==> src/sv/assert_macros.svh <==
// assertion helpers shared by the rtl
`ifndef ASSERT_MACROS_SVH
`define ASSERT_MACROS_SVH

`ifndef ASSERT_OFF

// property must hold at every clock edge outside reset
`define ASSERT_PROP(lbl, clk, rst_n, prop) \
	lbl: assert property (@(posedge clk) disable iff (!rst_n) (prop)) \
		else $error("assertion failed");

// expression must never be true outside reset
`define ASSERT_NEVER(lbl, clk, rst_n, expr) \
	lbl: assert property (@(posedge clk) disable iff (!rst_n) !(expr)) \
		else $error("forbidden condition seen");

`else

`define ASSERT_PROP(lbl, clk, rst_n, prop)
`define ASSERT_NEVER(lbl, clk, rst_n, expr)

`endif

`endif

==> src/sv/sspd_pkg.sv <==
`default_nettype none

package sspd_pkg;

	localparam int SAMPLES_PER_PACKET = 512;
	localparam int POS_W = $clog2(SAMPLES_PER_PACKET + 1);
	localparam int SEQ_W = 5;
	localparam int CFG_IDX_W = 3;
	localparam int CFG_DATA_W = 8;

	// header bits
	localparam int HDR_TRIG_BIT = 6;
	localparam int HDR_SAMPLE_BIT = 5;
	localparam int HDR_WAVE_BIT = 4;

	localparam logic [SEQ_W-1:0] FRAME_MAX_PACKETS = 5'd16;

	typedef enum logic [CFG_IDX_W-1:0] {
		REG_CHANNEL_MODE      = 3'd0,
		REG_CH1_GROUND        = 3'd1,
		REG_CH2_GROUND        = 3'd2,
		REG_CH1_POSITION      = 3'd3,
		REG_CH2_POSITION      = 3'd4,
		REG_PACKETS_PER_FRAME = 3'd5
	} reg_idx_t;

	typedef enum logic [1:0] {
		MODE_NONE = 2'd0,
		MODE_CH1  = 2'd1,
		MODE_CH2  = 2'd2,
		MODE_BOTH = 2'd3
	} chan_mode_t;

	typedef enum logic [1:0] {
		CH_ONE  = 2'd0,
		CH_TWO  = 2'd1,
		CH_NONE = 2'd2
	} chan_code_t;

	typedef struct packed {
		chan_mode_t        channel_mode;
		logic              ch1_ground;
		logic              ch2_ground;
		logic [7:0]        ch1_position;
		logic [7:0]        ch2_position;
		logic [SEQ_W-1:0]  packets_per_frame;
	} cfg_t;

endpackage

`default_nettype wire

==> src/sv/sspd_regs.sv <==
`default_nettype none

module sspd_regs (
	input  wire logic                                clk,
	input  wire logic                                arst_n,
	input  wire logic                                cfg_valid,
	output logic                                     cfg_ready,
	input  wire logic [sspd_pkg::CFG_IDX_W-1:0]      cfg_index,
	input  wire logic [sspd_pkg::CFG_DATA_W-1:0]     cfg_data,
	output sspd_pkg::cfg_t                           cfg
);

	sspd_pkg::cfg_t cfg_q;

	// writes are registered and never stall
	assign cfg_ready = 1'b1;
	assign cfg = cfg_q;

	always_ff @(posedge clk or negedge arst_n) begin
		if (!arst_n) begin
			cfg_q.channel_mode      <= sspd_pkg::MODE_BOTH;
			cfg_q.ch1_ground        <= 1'b0;
			cfg_q.ch2_ground        <= 1'b0;
			cfg_q.ch1_position      <= 8'd128;
			cfg_q.ch2_position      <= 8'd128;
			cfg_q.packets_per_frame <= sspd_pkg::FRAME_MAX_PACKETS;
		end else if (cfg_valid && cfg_ready) begin
			case (sspd_pkg::reg_idx_t'(cfg_index))
				sspd_pkg::REG_CHANNEL_MODE: begin
					cfg_q.channel_mode <= sspd_pkg::chan_mode_t'(cfg_data[1:0]);
				end
				sspd_pkg::REG_CH1_GROUND: begin
					cfg_q.ch1_ground <= cfg_data[0];
				end
				sspd_pkg::REG_CH2_GROUND: begin
					cfg_q.ch2_ground <= cfg_data[0];
				end
				sspd_pkg::REG_CH1_POSITION: begin
					cfg_q.ch1_position <= cfg_data[7:0];
				end
				sspd_pkg::REG_CH2_POSITION: begin
					cfg_q.ch2_position <= cfg_data[7:0];
				end
				sspd_pkg::REG_PACKETS_PER_FRAME: begin
					cfg_q.packets_per_frame <= cfg_data[sspd_pkg::SEQ_W-1:0];
				end
				default: begin
				end
			endcase
		end
	end

endmodule

`default_nettype wire

==> src/sv/scope_sample_packet_deframer.sv <==
// Sample packet deframer for an oscilloscope byte stream.
// Input channel (in_valid/in_ready) carries one byte per beat with
// start_of_packet marking the header byte. Output channel (out_valid/out_ready)
// carries one sample beat per accepted payload byte: channel code, sample value,
// and frame_end with the header flags on the last byte of the last packet.
// Configuration writes go through cfg_valid/cfg_ready with a register index and
// data; cfg_ready is always high and a write takes effect the next cycle. Write
// only while the block is idle.
// An accepted byte is held in the input register, then its sample in the result
// register. Throughput is one byte per cycle unless the receiver stalls, set by
// the input register feeding the result register through one pass of counter
// and mux logic. Header bytes and ignored bytes produce no output beat.
// When the receiver stalls, the finished sample waits in the output register and
// one more byte is held in the input register; in_ready then drops.
// Reset clears the sequence count, packet state and both registers' valid flags,
// and loads the register defaults: both channels, no grounding, position 128,
// sixteen packets per frame.
`default_nettype none

`include "assert_macros.svh"

module scope_sample_packet_deframer (
	input  wire logic                                clk,
	input  wire logic                                arst_n,
	input  wire logic                                in_valid,
	output logic                                     in_ready,
	input  wire logic [7:0]                          data_byte,
	input  wire logic                                start_of_packet,
	output logic                                     out_valid,
	input  wire logic                                out_ready,
	output logic [1:0]                               channel,
	output logic [7:0]                               sample,
	output logic                                     frame_end,
	output logic                                     trigger_matched,
	output logic                                     wave_found,
	input  wire logic                                cfg_valid,
	output logic                                     cfg_ready,
	input  wire logic [sspd_pkg::CFG_IDX_W-1:0]      cfg_index,
	input  wire logic [sspd_pkg::CFG_DATA_W-1:0]     cfg_data
);

	localparam int POS_W = sspd_pkg::POS_W;
	localparam int SEQ_W = sspd_pkg::SEQ_W;

	sspd_pkg::cfg_t cfg;

	sspd_regs u_regs (
		.clk       (clk),
		.arst_n    (arst_n),
		.cfg_valid (cfg_valid),
		.cfg_ready (cfg_ready),
		.cfg_index (cfg_index),
		.cfg_data  (cfg_data),
		.cfg       (cfg)
	);

	// input stage
	logic       valid_s1;
	logic [7:0] byte_s1;
	logic       sop_s1;

	// packet state
	logic [SEQ_W-1:0] exp_seq_q;
	logic [POS_W-1:0] pos_q;
	logic             accepted_q;
	logic             final_q;
	logic             trig_flag_q;
	logic             wave_flag_q;

	// result register
	logic       out_valid_q;
	logic [1:0] channel_q;
	logic [7:0] sample_q;
	logic       frame_end_q;
	logic       trig_q;
	logic       wave_q;

	logic             out_free;
	logic             advance;
	logic [SEQ_W-1:0] hdr_seq;
	logic [SEQ_W-1:0] hdr_seq_next;
	logic             emit;
	logic [1:0]       ch_sel;
	logic [7:0]       smp_sel;
	logic             last_byte;

	assign out_free = !out_valid_q || out_ready;
	assign advance  = valid_s1 && out_free;
	assign in_ready = !valid_s1 || out_free;

	assign hdr_seq      = {1'b0, byte_s1[3:0]};
	assign hdr_seq_next = hdr_seq + SEQ_W'(1);

	assign emit = !sop_s1 && accepted_q && (pos_q < POS_W'(sspd_pkg::SAMPLES_PER_PACKET));
	assign last_byte = final_q && (pos_q == POS_W'(sspd_pkg::SAMPLES_PER_PACKET - 1));

	always_comb begin
		case (cfg.channel_mode)
			sspd_pkg::MODE_NONE: ch_sel = sspd_pkg::CH_NONE;
			sspd_pkg::MODE_CH1:  ch_sel = sspd_pkg::CH_ONE;
			sspd_pkg::MODE_CH2:  ch_sel = sspd_pkg::CH_TWO;
			// both: even payload bytes channel one, odd channel two
			default: ch_sel = pos_q[0] ? sspd_pkg::CH_TWO : sspd_pkg::CH_ONE;
		endcase
		case (ch_sel)
			sspd_pkg::CH_ONE: smp_sel = cfg.ch1_ground ? cfg.ch1_position : byte_s1;
			sspd_pkg::CH_TWO: smp_sel = cfg.ch2_ground ? cfg.ch2_position : byte_s1;
			default:          smp_sel = 8'd0;
		endcase
	end

	always_ff @(posedge clk or negedge arst_n) begin
		if (!arst_n) begin
			valid_s1 <= 1'b0;
		end else if (in_ready) begin
			valid_s1 <= in_valid;
		end
	end

	always_ff @(posedge clk) begin
		if (in_valid && in_ready) begin
			byte_s1 <= data_byte;
			sop_s1  <= start_of_packet;
		end
	end

	always_ff @(posedge clk or negedge arst_n) begin
		if (!arst_n) begin
			exp_seq_q   <= '0;
			pos_q       <= '0;
			accepted_q  <= 1'b0;
			final_q     <= 1'b0;
			trig_flag_q <= 1'b0;
			wave_flag_q <= 1'b0;
		end else if (advance) begin
			if (sop_s1) begin
				pos_q       <= '0;
				accepted_q  <= 1'b0;
				final_q     <= 1'b0;
				trig_flag_q <= byte_s1[sspd_pkg::HDR_TRIG_BIT];
				wave_flag_q <= byte_s1[sspd_pkg::HDR_WAVE_BIT];
				if (byte_s1[sspd_pkg::HDR_SAMPLE_BIT]) begin
					if (exp_seq_q != hdr_seq) begin
						exp_seq_q <= '0;
					end else begin
						accepted_q <= 1'b1;
						if (hdr_seq_next == cfg.packets_per_frame) begin
							final_q   <= 1'b1;
							exp_seq_q <= '0;
						end else begin
							exp_seq_q <= hdr_seq_next;
						end
					end
				end
			end else if (emit) begin
				pos_q <= pos_q + POS_W'(1);
			end
		end
	end

	always_ff @(posedge clk or negedge arst_n) begin
		if (!arst_n) begin
			out_valid_q <= 1'b0;
		end else if (out_free) begin
			out_valid_q <= advance && emit;
		end
	end

	always_ff @(posedge clk) begin
		if (advance && emit) begin
			channel_q   <= ch_sel;
			sample_q    <= smp_sel;
			frame_end_q <= last_byte;
			trig_q      <= last_byte && trig_flag_q;
			wave_q      <= last_byte && wave_flag_q;
		end
	end

	assign out_valid       = out_valid_q;
	assign channel         = channel_q;
	assign sample          = sample_q;
	assign frame_end       = frame_end_q;
	assign trigger_matched = trig_q;
	assign wave_found      = wave_q;

	`ASSERT_NEVER(a_pos_bound, clk, arst_n, pos_q > POS_W'(sspd_pkg::SAMPLES_PER_PACKET))
	`ASSERT_NEVER(a_seq_bound, clk, arst_n, exp_seq_q > sspd_pkg::FRAME_MAX_PACKETS)
	`ASSERT_PROP(a_final_acc, clk, arst_n, final_q |-> accepted_q)
	`ASSERT_PROP(a_flags_at_end, clk, arst_n, (out_valid_q && !frame_end_q) |-> (!trig_q && !wave_q))
	`ASSERT_PROP(a_s1_hold, clk, arst_n, (valid_s1 && !advance) |=> valid_s1)

endmodule

`default_nettype wire
==> config.mk <==
export PLATFORM = sky130hd
export DESIGN_NAME = scope_sample_packet_deframer
export DESIGN_NICKNAME = d
export VERILOG_FILES = /design/src/sv/sspd_pkg.sv /design/src/sv/sspd_regs.sv /design/src/sv/scope_sample_packet_deframer.sv
export VERILOG_INCLUDE_DIRS = /design/src /design/src/sv
export SDC_FILE = /design/constraint.sdc
export NUM_CORES = 1
export LEC_CHECK = 0
export BUFFER_PORTS_ARGS = -buffer_cell sky130_fd_sc_hd__buf_2
export CAP_MARGIN = 25
export CORE_MARGIN = 2
export CORE_UTILIZATION = 64
export CTS_BUF_LIST = sky130_fd_sc_hd__clkbuf_4 sky130_fd_sc_hd__clkbuf_8
export DETAILED_ROUTE_END_ITERATION = 12
export GPL_TIMING_DRIVEN = 1
export HOLD_SLACK_MARGIN = 0.12
export PLACE_DENSITY = 0.87
export SLEW_MARGIN = 30
export SYNTH_ARGS = -nofsm -noshare
export SYNTH_HDL_FRONTEND = slang
export SYNTH_HIERARCHICAL = 1
export SYNTH_SLANG_ARGS = --single-unit
==> constraint.sdc <==
create_clock -name clk -period 3.8 [get_ports clk]
set_clock_uncertainty 0.15 [all_clocks]
set_input_delay 0.76 -clock clk [delete_from_list [all_inputs] [get_ports clk]]
set_output_delay 0.76 -clock clk [all_outputs]
set_load 0.01 [all_outputs]
-- Yosys cells after proc, flatten, opt, wreduce, memory -nomap -nowiden
Index checks and enable logic that the tools add are counted.
- bits in registers: 68
- word-level logic and storage cells: 75
- output and inout bits: 16
- bits of input ports: 25
- $lt $le $gt $ge: 1
- reduce and logical (&&, ||, !) cells: 26
- eq/ne operators: 11
- add/sub/neg operators: 2
- muxes and demuxes: 14
- operator list (operator ; number):
    2-to-1 mux 10 bit ; 2
    2-to-1 mux 8 bit ; 2
    case mux 8 bit (2 select lines) ; 1
    AND reduction 2 bit ; 8
    adder 10 x 1 -> 10 bit, second input constant ; 1
    == test 10 x 9 -> 1 bit, second input constant ; 1
    < comparator 10 bit, second input constant ; 1
    2-to-1 mux 5 bit ; 2
    logical AND 1 bit ; 8
    == test 3 x 2 -> 1 bit, second input constant ; 2
    == test 3 bit, second input constant ; 2
    2-to-1 mux 1 bit ; 6
    case mux 2 bit (3 select lines) ; 1
    adder 4 x 1 -> 5 bit, second input constant ; 1
    == test 5 bit ; 1
    != test 5 x 4 -> 1 bit ; 1
    == test 2 x 1 -> 1 bit, second input constant ; 2
    logical NOT 2 bit ; 2
    == test 3 x 1 -> 1 bit, second input constant ; 1
    logical NOT 1 bit ; 3
    logical NOT 3 bit ; 1
    AND reduction 3 bit ; 1
    == test 2 bit, second input constant ; 1
    logical OR 1 bit ; 2
    nonzero test 2 bit ; 1

-- Longest topological paths before layout
Gate-level depths: netlist of the first run.
- depth in word-level cells: 5
- gate-level depth with buffers: 6
- mapped depth without buffers: 5

-- Hierarchy
The synthesis of the first run kept the hierarchy.
- modules (own cells, without submodules) (module ; seq. area each (um^2) ; cells each ; area an instance (um^2) ; times used):
    scope_sample_packet_deframer ; 1186.1 ; 179 ; 2055.7 ; 1
    sspd_regs ; 631.9 ; 59 ; 1013.5 ; 1

-- Worst setup path before layout of the first run
No wires, ideal clock.
- kind: input-to-output
- from: in out_ready
- to: out in_ready
- cell stages on the path: 2
- slack: 1800 ps
- arrival time: 1090 ps
- buffers on the path: 0
- required time: 2890 ps
- path through: nor2b_1 > nand2_1
- word-level cells in the longest chain between the ends: 2
- ends and longest elaborated chain (item ; RTL line ; RTL):
    from (decl) ; scope_sample_packet_deframer.sv:30 ; input wire logic out_ready,
    logical OR 1 bit ; scope_sample_packet_deframer.sv:87 ; assign out_free = !out_valid_q || out_ready;
    logical OR 1 bit ; scope_sample_packet_deframer.sv:89 ; assign in_ready = !valid_s1 || out_free;
    to (decl) ; scope_sample_packet_deframer.sv:26 ; output logic in_ready,
No other way between the ends.

-- Worst setup path after layout of the first run
Same ends and word-level chain as after synthesis.

==> results of run 1 <==
-- kinds of logic (layout without fill, tap and decap cells) --
logic type	after synthesis	after routing	share of synthesized area
fa+ha+maj	2	2	0.00815
compound gates	39	39	0.0856
other cells	1	1	0.00122
mux	29	29	0.108
simple gates	66	66	0.137
flops	68	68	0.592
buf+inv	20	68	0.0302
xor+xnor	13	13	0.0371
-- placed cells by master, fill, tap and decap left out, types with 2 or more instances in the layout --
cell type / n
ha_1: 2
dfrtp_1: 41
or3_1: 3
xor2_1: 7
inv_1: 13
nand2_1: 13
nand4_1: 5
edfxtp_1: 22
dfstp_2: 5
a211oi_1: 8
a21oi_1: 4
mux2_2: 25
nor3b_1: 2
o21ai_0: 5
o22ai_1: 9
clkbuf_8: 10
mux2_4: 2
buf_2: 38
o31ai_1: 6
nor2_1: 7
clkbuf_4: 3
nor3_1: 4
xnor2_1: 6
nand2b_1: 3
mux2i_1: 2
and2_1: 6
clkinv_2: 3
nand3_1: 6
and4bb_2: 2
-- routing by layer --
| metal | up-vias | routed length [um] | global-route usage |
|---|---|---|---|
| met1 | 1007 | 2760 | 0.335 |
| met2 | 63 | 2720 | 0.358 |
| met5 | - | 0 | 0 |
| li1 | 972 | - | - |
| met3 | 13 | 248 | 0.0549 |
| met4 | 0 | 119 | 0.105 |
-- power by group through the flow --
stage | Sequential (mW) | Combinational, mW | Clock [mW]
floorplan | 0.916 | 0.205 | 0
global placement | 0.932 | 0.253 | 0
detailed placement | 0.938 | 0.265 | 0
CTS | 0.926 | 0.267 | 0.533
global route | 0.936 | 0.295 | 0.563
finish | 0.926 | 0.267 | 0.533
-- how the worst max path moves through the flow --
stage,from,endpoint,cells after the start
2_1_floorplan,out_ready,in_ready,2
3_3_place_gp,out_ready,in_ready,4
3_5_place_dp,out_ready,in_ready,4
4_1_cts,out_ready,in_ready,4
5_1_grt,out_ready,in_ready,4
6_report,out_ready,in_ready,4
-- final cells by class --
cell class,count,share of cell area
sequential,68,0.525
tap,54,0.0195
timing repair buffer,39,0.0570
clock inverter,3,0.00433
multi-input combinational,150,0.334
inverter,13,0.0141
clock buffer,13,0.0462
-- metrics by stage --
stage | instances | instance area, um^2 | util
CTS | 340 | 3470 | 0.744
finish | 340 | 3470 | 0.744
global placement | 324 | 3290 | 0.706
floorplan | 238 | 3070 | -
detailed placement | 324 | 3290 | 0.706
global route | 340 | 3470 | 0.744
-- flip-flops by register name, summed over array words and instances, names as in the netlist --
register         flops
u_regs/cfg          25
pos_q               10
byte_s1              8
sample               8
exp_seq_q            5
channel              2
accepted_q           1
final_q              1
frame_end            1
out_valid            1
sop_s1               1
trig_flag_q          1
trigger_matched      1
valid_s1             1
wave_flag_q          1
wave_found           1
-- worst max-delay path: stages --
cell,delay [ns]
buf_2,0.10
nor2b_1,0.22
nand2_1,0.13
buf_2,0.16
==> out/metrics.yaml, run 1 <==
vias: 2055
p_per_area_nw_per_um2: 498
ys_seq_area_frac: 0.592
seq_area_um2: 1820
cts_buffers: 9
grt_antenna_before_repair: 0
die_area_um2: 5370
antenna_cells: 0
syn_nets: 265
p_int_mw: 1.27
die_w_um: 73.3
grt_pass1_wl_um: 9430
p_sw_uw: 460
synthFlopType: "dfrtp_1"
yosys_warnings: 6
setup_tns_ns: 0
drive_gt1_frac: 0.336
ff2ff_setup_slack_ns: 1.74
synth_edf_count: 22
whs_ns: 0.270
num-fill-cells: 300
tightest_slew_ns: 0.667
routedWlPerCell_um: 17.2
clock.fmax_mhz: 438
worstSetupPathType: "in2out"
ys_seq_elements: 68
fin_crit_ns: 2.28
core_area_um2: 4660
track_usage: 0.238
worstSkewPairLatency_ns: 0.34
synth_area_leaders: "dfrtp_1 (33%), edfxtp_1 (22%), mux2_2 (9.2%)"
netlist_top_cells_count: "dfrtp_1 (41), mux2_2 (25), edfxtp_1 (22)"
ctsResizeCount: 0
r2r_start: "pos_q[0]"
fin_crit_sh: 0.601
leakage_nw: 1.48
syn_avg_cell_area_um2: 12.9
syn_inst: 238
r2r_cells: 4
h-tree-depth: 3
cp.arrival_ns: 1.37
drc_errors: 0
synth_top_area_share: 0.334
critPathCaptureType: "output pin"
postCtsSetupBuffers: 0
root_buffer: "clkbuf_8"
rows: 25
cts.sinks: 68
gp_congestion: 0.779
grt_max_degree: 47
max-clock-path-buffers: 2
vias_per_cell: 6.04
relSlewSlack: 0.554
crit_required_ns: 2.89
power.total_mw: 1.73
die_height_um: 73.3
finalWorstSetupSlack_ns: 1.52
areaGrowthSynthToFinish_pct: 12.9
holdBufCountCts: 0
antenna_left: 0
p_comb_frac: 0.154
drt-initial-drc-count: 195
startpoint_type: "input pin"
netlist-cell-type-count: 52
drt-total-wl_um: 5850
syn-cell-area_um2: 3070
pwr-share-clk: 0.309
synth.most_common_cell: "dfrtp_1"
vdd_drop_max_uv: 329
power_frac_seq: 0.537
max-cap-violations: 0
hold_class: "in2async"
initial_core_util: 0.659
synth_async_sr_flop_share: 0.676
io_pins: 41
netlist.top_cell.by_area: "dfrtp_1"
p_sw_frac: 0.267
cts_tree: "built"
firstDrtPassIters: 4
clkTransAtPathRegs_ns: 0.07
outcome: "complete, no violations"
grt_pass1_vias: 1995
drv_slew: 0
dp_hpwl_um: 3960
rsz0062_at_grt: "false"
hold_viol: 0
r2r_end: "sample[2]"
crit_fanout: 4
final_nets: 308
grt.overflow.total: 0
post-place-ws_ns: 1.51
port_buffers: 39
finalSetupViolCount: 0
multi_input_comb_area_um2: 1160
Note: power is estimated with default switching activity, not from simulation.
==> run 2, diff against run 1 <==
Settings changed: ABC_AREA set to 1, CORE_UTILIZATION 64 to 54, PLACE_DENSITY 0.87 to 0.78.
Clock period 3.8 ns to 2.1 ns, I/O delays scaled along.
==> run 2 against run 1 <==
Die area grew 26%. Combinational power grew 67%. Sequential cell count did not move. Largest cell class unchanged. Largest power group unchanged.
==> out/metrics.yaml, run 2 <==
outcome: "complete, no violations"
grt_max_degree: 47  # unchanged
netlist.top_cell.by_area: "dfrtp_1"
synth_edf_count: 22  # unchanged
vdd_drop_max_uv: 503  # +53%
multi_input_comb_area_um2: 1310  # +13%
critPathCaptureType: "register"
grt.overflow.total: 0  # unchanged
routedWlPerCell_um: 13.3  # -23%
antenna_left: 0  # unchanged
relSlewSlack: 0.613  # +0.0594
tightest_slew_ns: 0.580  # -0.0866 ns
synthFlopType: "dfrtp_1"
drc_errors: 0  # unchanged
netlist_top_cells_count: "nand2_1 (149), dfrtp_1 (41), inv_1 (33)"
core_area_um2: 5920  # +27%
vias_per_cell: 5.16  # -15%
min_from: "cfg_data[7]"
post-place-ws_ns: 0.360  # -1.15 ns
p_per_area_nw_per_um2: 813  # +63%
seq_area_um2: 1820  # unchanged
cp.arrival_ns: 1.83  # +0.46 ns
p_sw_frac: 0.273  # +0.00636
synth.most_common_cell: "nand2_1"
synth_async_sr_flop_share: 0.676  # unchanged
netlist-cell-type-count: 36  # -31%
setup_tns_ns: 0  # unchanged
syn_avg_cell_area_um2: 8.60  # -33%
crit_fanout: 6  # +2
io_pins: 41  # unchanged
port_buffers: 39  # unchanged
rows: 28  # +12%
syn_inst: 384  # +61%
dp_hpwl_um: 4860  # +23%
p_int_mw: 2.29  # +81%
grt_pass1_wl_um: 11500  # +22%
die_w_um: 82.2  # +12%
track_usage: 0.229  # -0.00991
gp_congestion: 0.881  # +13%
utilization: 0.654  # -0.0896
clock.fmax_mhz: 571
clkTransAtPathRegs_ns: 0.08  # about the same
p_sw_uw: 859  # +87%
root_buffer: "clkbuf_8"
num-fill-cells: 472  # +57%
holdBufCountCts: 10  # +10
crit_required_ns: 2.18  # -0.71 ns
post-route-cell-area_um2: 3870  # +12%
crit_path_start: "byte_s1[0]"
yosys_warnings: 6  # unchanged
ys_seq_elements: 68  # unchanged
holdPathStages: 3
r2r_cells: 10  # +6
startpoint_type: "register"
syn-cell-area_um2: 3300  # +7.6%
vias: 2695  # +31%
dp_cells: 496  # +53%
r2r_start: "byte_s1[0]"
max-clock-path-buffers: 2  # unchanged
die_area_um2: 6760  # +26%
leakage_nw: 1.93  # +30%
firstDrtPassIters: 5  # +1
final_cell_mix: "nand2_1 (149), dfrtp_1 (41), buf_2 (39)"
rsz0062_at_grt: "false"
grt_pass1_vias: 2503  # +25%
final_common_cell: "nand2_1"
pwr-share-clk: 0.339  # +0.030
worstSkewPairLatency_ns: 0.34  # about the same
worstSetupPathType: "reg2reg"
cts.sinks: 68  # unchanged
drt-total-wl_um: 6950  # +19%
antenna_cells: 0  # unchanged
initial_core_util: 0.558  # -0.101
cts_buffers: 9  # unchanged
finalSetupViolCount: 0  # unchanged
drive_gt1_frac: 0.208  # -0.128
p_comb_frac: 0.141  # -0.013
hold_class: "in2reg"
fin_crit_ns: 1.75
final_nets: 469  # +52%
syn_nets: 411  # +55%
max-cap-violations: 0  # unchanged
areaGrowthSynthToFinish_pct: 17.3
largest_register_ffs: 25  # unchanged
fin_crit_sh: 0.833
hold_viol: 0  # unchanged
grt_antenna_before_repair: 0  # unchanged
finalWorstSetupSlack_ns: 0.350  # -1.17 ns
synth_area_leaders: "dfrtp_1 (31%), edfxtp_1 (20%), nand2_1 (17%)"
synth_top_area_share: 0.311  # -0.0236
ys_seq_area_frac: 0.551  # -0.0417
h-tree-depth: 3  # unchanged
postCtsSetupBuffers: 0  # unchanged
drt-initial-drc-count: 169  # -13%
die_height_um: 82.2  # +12%
drv_slew: 0  # unchanged
power_frac_seq: 0.519  # -0.018
cts_tree: "built"
stdcell_count: 522  # +54%
ctsResizeCount: 0  # unchanged
place_area_um2: 3580  # +8.8%
-- run 2: cell count changes after synthesis, moves of 18 or more --
cell	delta
mux2_2	-25
nand3_1	+18
inv_1	+20
nor2_1	+18
nand2_1	+136
o21ai_0	+20
-- run 2: final cells by class --
type / instances / area share
well taps: 75 / 0.0242
repair buffers: 51 / 0.0801
inverters: 39 / 0.0384
multi-input cells: 273 / 0.338
clock inverters: 3 / 0.0100
flip-flops and latches: 68 / 0.469
clock buffers: 13 / 0.0397
-- run 2: cell families after synthesis --
| group | Yosys count | synth area share |
|---|---|---|
| adder cells (fa/ha/maj) | 2 | 0.00758 |
| AND/OR/NAND/NOR | 228 | 0.318 |
| other | 1 | 0.00114 |
| flip-flops | 68 | 0.551 |
| XOR/XNOR | 3 | 0.00796 |
| AO/OA/AOI/OAI | 39 | 0.0618 |
| buffers and inverters | 43 | 0.0530 |
-- run 2: per-stage QoR --
step	power [mW]	hold WS, ns
2_1_floorplan	1.93	-0.0256
3_3_place_gp	2.06	0.306
5_1_grt	3.29	0.145
3_5_place_dp	2.08	0.309
4_1_cts	3.15	0.135
6_report	3.15	0.139
-- run 2: layer usage --
metal,track usage,part of all wire,vias to the layer above
li1,-,-,1340
met1,0.302,0.46,1266
met2,0.372,0.48,75
met3,0.0402,0.043,14
met4,0.0967,0.017,0
met5,0,0,-
-- run 2: power by group through the flow --
stage | clock, mW | sequential (mW) | combinational, mW
after global routing | 1.13 | 1.65 | 0.510
after detailed placement | 0 | 1.66 | 0.426
after global placement | 0 | 1.65 | 0.410
after floorplan | 0 | 1.61 | 0.314
final | 1.07 | 1.63 | 0.445
after CTS | 1.07 | 1.63 | 0.445
-- run 2: worst max-delay path: stages, from the launching register on --
cell	delay, ns
edfxtp_1	0.48
ha_1	0.35
inv_1	0.06
nand2_1	0.05
nand2_1	0.04
nor2_1	0.09
nand3_1	0.08
nor2_2	0.12
nand2_2	0.09
nand2_1	0.08
nand2_1	0.05
-- run 2: worst paths after layout --
| check | to | slack (ns) |
|---|---|---|
| max reg2reg | exp_seq_q[0] | 0.35 |
| min | u_regs/cfg[20] | 0.14 |
| max in group asynchronous | u_regs/cfg[5] | 0.86 |
| min reg2reg | u_regs/cfg[20] | 0.32 |
| min in group asynchronous | out_valid | 0.54 |
| max | exp_seq_q[0] | 0.35 |
